File: config.mk
export PLATFORM = sky130hd
export DESIGN_NAME = msm_queue
export DESIGN_NICKNAME = d
export VERILOG_FILES = /design/src/rtl/assert_macros.svh /design/src/rtl/msm_pkg.sv /design/src/rtl/msm_queue.sv
export SDC_FILE = /design/constraint.sdc
export NUM_CORES = 1
export LEC_CHECK = 0
export ABC_AREA = 1
export BUFFER_PORTS_ARGS = -buffer_cell sky130_fd_sc_hd__buf_4
export CAP_MARGIN = 20
export CORE_ASPECT_RATIO = 1.1
export CORE_MARGIN = 8
export CORE_UTILIZATION = 50
export CTS_BUF_LIST = sky130_fd_sc_hd__clkbuf_16
export CTS_CLUSTER_SIZE = 8
export DETAILED_ROUTE_END_ITERATION = 8
export HOLD_SLACK_MARGIN = 0.08
export PLACE_DENSITY = 0.76
export SETUP_SLACK_MARGIN = 0.05
export SYNTH_ARGS = -nofsm -noshare
export SYNTH_HDL_FRONTEND = slang
export SYNTH_SLANG_ARGS = --single-unit
File: constraint.sdc
create_clock -name i_clk -period 4.68 [get_ports i_clk]
set_clock_uncertainty 0.05 [all_clocks]
set_input_delay 0 -clock i_clk [delete_from_list [all_inputs] [get_ports i_clk]]
set_output_delay 0 -clock i_clk [all_outputs]
set_load 0.005 [all_outputs]
File: src/rtl/assert_macros.svh
// Concurrent assertion macros used by the sampler RTL.
`ifndef ASSERT_MACROS_SVH
`define ASSERT_MACROS_SVH

`ifndef SYNTHESIS
// Checked under reset gating.
`define MSM_ASSERT(lbl, clk, rst_n, prop) \
    lbl: assert property (@(posedge clk) disable iff (!rst_n) prop) \
        else $error("msm assertion failed");
// Checked at every edge, reset included.
`define MSM_ASSERT_ALWAYS(lbl, clk, prop) \
    lbl: assert property (@(posedge clk) prop) \
        else $error("msm assertion failed");
`else
`define MSM_ASSERT(lbl, clk, rst_n, prop)
`define MSM_ASSERT_ALWAYS(lbl, clk, prop)
`endif

`endif

File: src/rtl/msm_pkg.sv
// Shared types and constants of the Markov next-state sampler.
`default_nettype none

package msm_pkg;

    localparam int STATE_W  = 6;
    localparam int CHANCE_W = 16;
    localparam int CMD_W    = 2;
    localparam int STATUS_W = 2;

    localparam int MAX_STATES_DEF  = 64;
    localparam int MAX_NEUTRAL_DEF = 8;

    // bad_chance * scaling, Q0.16 x Q8.8
    localparam int PROD_W     = 2 * CHANCE_W;
    localparam int FRAC_SHIFT = 8;
    localparam int SCALED_W   = PROD_W - FRAC_SHIFT;
    // reciprocal divide: exact for dividends below 2^24 and divisors up to 32
    localparam int RECIP_SHIFT = 29;
    localparam int RECIP_W     = RECIP_SHIFT + 1;
    // running total of the walk, signed, never overflows
    localparam int TOTAL_W = 32;

    // depth of the queue between front and back, power of two
    localparam int QUEUE_DEPTH = 2;

    typedef enum logic [CMD_W-1:0] {
        CMD_BAD     = 2'd0,
        CMD_NEUTRAL = 2'd1,
        CMD_QUERY   = 2'd2,
        CMD_NONE    = 2'd3
    } t_cmd;

    typedef enum logic [STATUS_W-1:0] {
        STAT_OK       = 2'd0,
        STAT_BAD_DUP  = 2'd1,
        STAT_ROW_FULL = 2'd2
    } t_status;

    typedef enum logic [2:0] {
        ST_CLEAR,
        ST_IDLE,
        ST_ROW,
        ST_SCALE,
        ST_DIV,
        ST_SHARE,
        ST_WALK,
        ST_OUT
    } t_state;

    // classified item; row already reduced modulo the state count
    typedef struct packed {
        t_cmd                cmd;
        logic [STATE_W-1:0]  row;
        logic [STATE_W-1:0]  target;
        logic [CHANCE_W-1:0] chance;
        logic [CHANCE_W-1:0] rnd;
        logic [CHANCE_W-1:0] scaling;
    } t_job;

    typedef struct packed {
        logic [STATE_W-1:0]  target;
        logic [CHANCE_W-1:0] chance;
    } t_entry;

    typedef struct packed {
        logic head_valid;
        logic full;
    } t_q_stat;

endpackage

`default_nettype wire

File: src/rtl/msm_queue.sv
// Short job queue between the front and back of the sampler.
`default_nettype none

module msm_queue (
    input  logic             i_clk,
    input  logic             i_rst_n,
    input  logic             i_push,
    input  msm_pkg::t_job    i_job,
    input  logic             i_pop,
    output msm_pkg::t_job    o_head,
    output msm_pkg::t_q_stat o_stat
);
    import msm_pkg::*;

    localparam int PW = (QUEUE_DEPTH > 1) ? $clog2(QUEUE_DEPTH) : 1;
    localparam int NW = $clog2(QUEUE_DEPTH + 1);

    t_job          r_slot [QUEUE_DEPTH];
    logic [PW-1:0] r_wr_ptr, n_wr_ptr;
    logic [PW-1:0] r_rd_ptr, n_rd_ptr;
    logic [NW-1:0] r_cnt, n_cnt;

    always_comb begin
        n_wr_ptr = i_push ? r_wr_ptr + 1'b1 : r_wr_ptr;
        n_rd_ptr = i_pop ? r_rd_ptr + 1'b1 : r_rd_ptr;
        n_cnt    = r_cnt;
        if (i_push && !i_pop) begin
            n_cnt = r_cnt + 1'b1;
        end else if (i_pop && !i_push) begin
            n_cnt = r_cnt - 1'b1;
        end
    end

    always_ff @(posedge i_clk) begin
        if (!i_rst_n) begin
            r_wr_ptr <= '0;
            r_rd_ptr <= '0;
            r_cnt    <= '0;
        end else begin
            r_wr_ptr <= n_wr_ptr;
            r_rd_ptr <= n_rd_ptr;
            r_cnt    <= n_cnt;
        end
    end

    always_ff @(posedge i_clk) begin
        if (i_push) begin
            r_slot[r_wr_ptr] <= i_job;
        end
    end

    assign o_head            = r_slot[r_rd_ptr];
    assign o_stat.head_valid = (r_cnt != '0);
    assign o_stat.full       = (r_cnt == NW'(QUEUE_DEPTH));

endmodule

`default_nettype wire

==> flow_summary.toml, run 1 <==
[grt]
grt_usage_pct = 15.4
antenna_found_initial = 0
first_global_vias = 3143
grt_pass1_wl_um = 16000
grt_overflow = 0
grt_start_max_net_pins = 63

[clock_network]
cts_setup_buffers = 0
cts_made_buffers = 17
postCtsHoldBufs = 66
root_buffer = "clkbuf_16"
clk_pin_slew_worst_paths_ns = 0.05
cts_tree = "yes"
clkLatencyLatePin_ns = 0.40
h-tree-depth = 4
cts_sinks = 129
cts_resized = 0
clk_path_buf_depth = 2

[setup_path]
rrSetupSlack_ns = 2.71
r2r-end = "r_slot[0][37]"
critPathKind = "reg -> reg"
worst_setup_path_start_kind = "register"
critPathCaptureType = "register"
reg2reg_depth = 2
cp.required_ns = 4.66
arrival_ns = 1.95
reg2reg_from = "r_wr_ptr"
cp_max_fo = 36

[hold_path]
worstHoldPathCells = 2
holdCritStartpoint = "i_job[33]"
min_to = "r_slot[0][33]"
min_path_type = "in -> reg"

[route]
route.vias.total = 2769
first_iter_violations = 99
route.detailed.drc = 0
routed_wl_um = 10200
viasPerCell = 4.85
first_pass_iters = 4
post_drt_wl_per_cell_um = 17.9
ant_nets = 0

[pwr]
p_leak_nw = 2.96
powerDensity_mw_per_mm2 = 391
comb_power_share_pct = 11.9
pwr-share-clk_pct = 39.9
ir_drop_mv = 0.278
power_w = 0.00283
switching_power_w = 0.000571
power.internal_w = 0.00225
seqPwrFrac_pct = 48.2
swShare_pct = 20.2

[yosys]
yosysUniqueCellTypes = 14
seq_area_frac_synth_pct = 76.4
yosysWarningCount = 0
synth_area_mm2 = 0.00501
syn_avg_cell_area_um2 = 22.0
ys_seq_elements = 129
synthesis.nets = 295
postSynthCellCount = 228

[run]
maxCapViolCount = 0

[finish]
diodes = 0
synthToLayoutAreaGrowth_pct = 44.3
nFillCells = 597
stdcell_count = 571
finalNetCount = 505
layout-drive-gt1-share_pct = 48.8
final_core_util_pct = 73.7

[outcome]
outcome = "finished clean"

[floorplan]
fp.coreArea_mm2 = 0.00979
num_rows = 38
die_w_um = 111
die_h_um = 121
ios = 130
start_util_pct = 51.1
die-area_mm2 = 0.0135

[sta]
max_freq_ghz = 0.509
worstMarginPinSlew_ns = 0.794
final_hold_viol_count = 0
setup_viol = 0
period_share_pct = 42.0
slew_viol_final = 0
rsz0062_at_grt = "false"
fin_setup_tns_ns = 0
fin_crit_ns = 1.97
slew_headroom_pct = 47.0
whs_ns = 0.275

[place]
io_buffers = 129
dp_cells = 472
hpwl_um = 6330
place.gp.congestion = 0.707
[layer usage]
layer	share of wire (%)	vias to the layer above	global-route usage (%)	wire length (um)
li1	-	1301	-	-
met1	37	1357	15.1	3800
met2	54	97	27.6	5550
met3	6.6	14	5.79	673
met4	2.0	0	8.34	203
met5	0	-	0	0
[how the worst max path moves through the flow]
stage                  start       endpoint  slack (ns)  cells after the start
detailed placement  r_wr_ptr  r_slot[0][29]        2.65                      2
CTS                 register     o_head[44]        2.49                      2
floorplan           r_wr_ptr   r_slot[0][0]        1.23                      1
finish              r_wr_ptr  r_slot[0][37]        2.71                      2
global placement    r_wr_ptr  r_slot[0][29]        2.72                      2
global route        r_wr_ptr  r_slot[0][27]        2.58                      2
[area by class of cell]
class,instances,area (um^2),area share (%)
clock inverter,15,88.8,1.23
tap,120,150,2.08
inverter,8,30.0,0.416
timing repair buffer,198,1670,23.1
multi-input combinational,84,1030,14.2
sequential,129,3830,53.0
clock buffer,17,425,5.89
[registers in the layout, indices dropped and copies added (netlist names), named ones only]
signal,flops
r_cnt,2
r_rd_ptr,1
r_slot,124
r_wr_ptr,1
[Yosys cell counts]
| cell | n | area share [%] |
|---|---|---|
| a21oi_1 | 1 | 0.10 |
| buf_12 | 6 | 2.4 |
| buf_6 | 1 | 0.22 |
| dfxtp_1 | 5 | 2.0 |
| edfxtp_1 | 124 | 74 |
| ha_1 | 1 | 0.25 |
| inv_1 | 8 | 0.60 |
| mux2_2 | 2 | 0.45 |
| mux2_4 | 60 | 18 |
| nand2_1 | 9 | 0.67 |
| nand3_1 | 1 | 0.10 |
| nand4_1 | 1 | 0.13 |
| nor2_1 | 8 | 0.60 |
| o21ai_0 | 1 | 0.10 |
[worst max-delay path, stage by stage (launching register included)]
cell and delay, ns:
dfxtp_1 0.34, nor2_4 0.64, buf_4 0.55
[cells by family (layout without fill, tap and decap cells)]
family	count (synthesis)	count (layout)	share of synthesized area (%)
DFF	129	129	76.4
muxes	62	62	18.4
and+or+nand+nor	19	19	1.50
buffers and inverters	15	238	3.22
AOI/OAI and AO/OA	2	2	0.200
adders and majority gates	1	1	0.250
[layout by cell type, fill, tap and decap left out, drive strengths merged]
master and count:
bufinv 1, nand4 1, dfxtp 5, nand2 9
clkinv 8, nor2 8, clkbuf 17, ha 1
dlygate4sd3 66, a21oi 1, inv 14, edfxtp 124
buf 132, mux2 62, nand3 1, o21ai 1
[through the flow]
step / area, um^2 / worst slack, ns
3_3_place_gp: 6020 / 2.72
3_5_place_dp: 6020 / 2.65
5_1_grt: 7220 / 2.58
2_1_floorplan: 5010 / 1.23
6_report: 7220 / 2.71
4_1_cts: 7190 / 2.49
[power by group through the flow]
stage                     registers, W  logic [W]  clock network (W)
final                          0.00136   0.000336            0.00113
after global routing           0.00137   0.000360            0.00120
after CTS                      0.00138   0.000323            0.00115
after detailed placement       0.00140   0.000278                  0
after global placement         0.00139   0.000271                  0
after floorplan                0.00137   0.000158                  0
Note: power is estimated with default switching activity, not from simulation.
==> run 2: changes to the inputs <==
==> constraint.sdc (replaced) <==
create_clock -name i_clk -period 2.05 [get_ports i_clk]
set_clock_uncertainty 0.05 [all_clocks]
set_input_delay 0 -clock i_clk [delete_from_list [all_inputs] [get_ports i_clk]]
set_output_delay 0 -clock i_clk [all_outputs]
set_load 0.005 [all_outputs]
==> run 2 against run 1 <==
Via count increased by 0.33%. Wire length decreased by 1.0%. Flip-flop and latch count unchanged. Largest cell class unchanged.
==> flow_summary.toml, run 2 (synthesized netlist as in run 1, its figures left out) <==
[clock_network]
cts_tree = "yes"
h-tree-depth = 4
clk_pin_slew_worst_paths_ns = 0.05
cts_sinks = 129
clkLatencyLatePin_ns = 0.40
cts_resized = 0
cts_made_buffers = 17
root_buffer = "clkbuf_16"
clk_path_buf_depth = 2

[grt]
first_global_vias = 3107
grt_usage_pct = 15.5
grt_pass1_wl_um = 16300
grt_overflow = 0
grt_start_max_net_pins = 40
antenna_found_initial = 0

[finish]
nFillCells = 566
regMostFlops = "r_slot"
seq_area_mm2 = 0.00383
finalInstanceArea_mm2 = 0.00726
layout_common_cells = "132 x buf_4, 124 x edfxtp_1, 68 x dlygate4sd3_1"
reg_top3 = "r_slot: 124 flops, r_cnt: 2 flops"
finalNetCount = 510
diodes = 0
layout-drive-gt1-share_pct = 48.9
layout_commonest_cell = "buf_4"
stdcell_count = 574
largest_register_ffs = 124
multi_input_area_mm2 = 0.00103
synthToLayoutAreaGrowth_pct = 45.0

[route]
viasPerCell = 4.84
ant_nets = 0
routed_wl_um = 10100
post_drt_wl_per_cell_um = 17.6
first_iter_violations = 138
first_pass_iters = 4
route.detailed.drc = 0
route.vias.total = 2778

[floorplan]
die-area_mm2 = 0.0135
num_rows = 38
start_util_pct = 51.1
die_h_um = 121
ios = 130
die_w_um = 111
fp.coreArea_mm2 = 0.00979

[sta]
period_share_pct = 92.3
fin_setup_tns_ns = 0
setup_viol = 0
slew_headroom_pct = 65.4
worstMarginPinSlew_ns = 0.518
max_freq_ghz = 0.529
slew_viol_final = 0
final_hold_viol_count = 0
setup_slack_ns = 0.158
rsz0062_at_grt = "false"
fin_crit_ns = 1.89

[setup_path]
startpoint = "r_wr_ptr"
rrSetupSlack_ns = 0.16
slowest_delay_ns = 0.55
cp.required_ns = 2.29
cp_cell_sequence = "nand2_1 > nand2_1 > dlygate4sd3_1 > nor2_1 > dlygate4sd3_1"
critPathCaptureType = "register"
critPathKind = "reg -> reg"
reg2reg_from = "r_wr_ptr"
worst_setup_path_start_kind = "register"
arrival_ns = 2.13
slowest_stage = "dlygate4sd3_1"
crit_end = "r_wr_ptr"
cp_max_fo = 3
r2r-end = "r_wr_ptr"
reg2reg_depth = 5

[pwr]
comb_power_share_pct = 12.4
power.internal_w = 0.00503
switching_power_w = 0.00131
powerDensity_mw_per_mm2 = 873
power_w = 0.00634
ir_drop_mv = 0.609
swShare_pct = 20.6
p_leak_nw = 2.95
seqPwrFrac_pct = 49.0
pwr-share-clk_pct = 38.6

[place]
dpl_worst_slack_ns = 0.630
place_area_mm2 = 0.00609
place.gp.congestion = 0.666
io_buffers = 129
hpwl_um = 6420
dp_cells = 476

[outcome]
outcome = "finished clean"

[hold_path]
min_path_type = "in -> reg"

[run]
maxCapViolCount = 0
## run 2: timing repair
item,CTS,global route
endpoints found under the hold margin,129,0
hold buffers,68,0
setup buffers,0,0
## run 2: cell type report
cell class,count,area share [%]
multi-input combinational,84,14.2
clock buffer,17,5.86
inverter,8,0.466
sequential,129,52.7
clock inverter,13,0.828
tap,120,2.07
timing repair buffer,203,23.9
## run 2: critical path: cells and delay by family (launching register included)
family	cells	cell delay [ns]
flip-flops	1	0.39
AND/OR/NAND/NOR	3	0.24
buffers and inverters	2	1.10
## run 2: routing by layer
layer	part of all wire (%)	up-vias	wire length, um	track usage [%]
met5	0	-	0	0
met4	1.3	0	136	6.59
met3	6.1	12	616	5.34
met2	54	101	5450	27.1
met1	39	1359	3930	16.9
li1	-	1306	-	-
## run 2: power groups by stage
stage	clock [W]	sequential [W]	combinational [W]
after floorplan	0	0.00313	0.000363
after global placement	0	0.00315	0.000667
after detailed placement	0	0.00316	0.000681
after CTS	0.00250	0.00311	0.000794
after global routing	0.00261	0.00312	0.000843
final	0.00245	0.00311	0.000786
## run 2: how the worst min path moves through the flow
stage | slack (ns) | to | from | cells after the start
2_1_floorplan | 0.05 | r_slot[0][0] | i_job[0] | 0
3_5_place_dp | 0.14 | r_slot[0][44] | i_job[44] | 1
6_report | 0.28 | r_slot[0][56] | i_job[56] | 2
3_3_place_gp | 0.13 | r_slot[0][30] | i_job[30] | 1
5_1_grt | 0.27 | r_slot[1][13] | i_job[13] | 2
4_1_cts | 0.26 | r_slot[0][44] | i_job[44] | 2
## run 2: per-stage QoR
stage	hold WS, ns	util, %
floorplan	0.0489	-
global placement	0.135	62.2
detailed placement	0.138	62.2
CTS	0.256	74.1
global route	0.267	74.1
finish	0.278	74.1
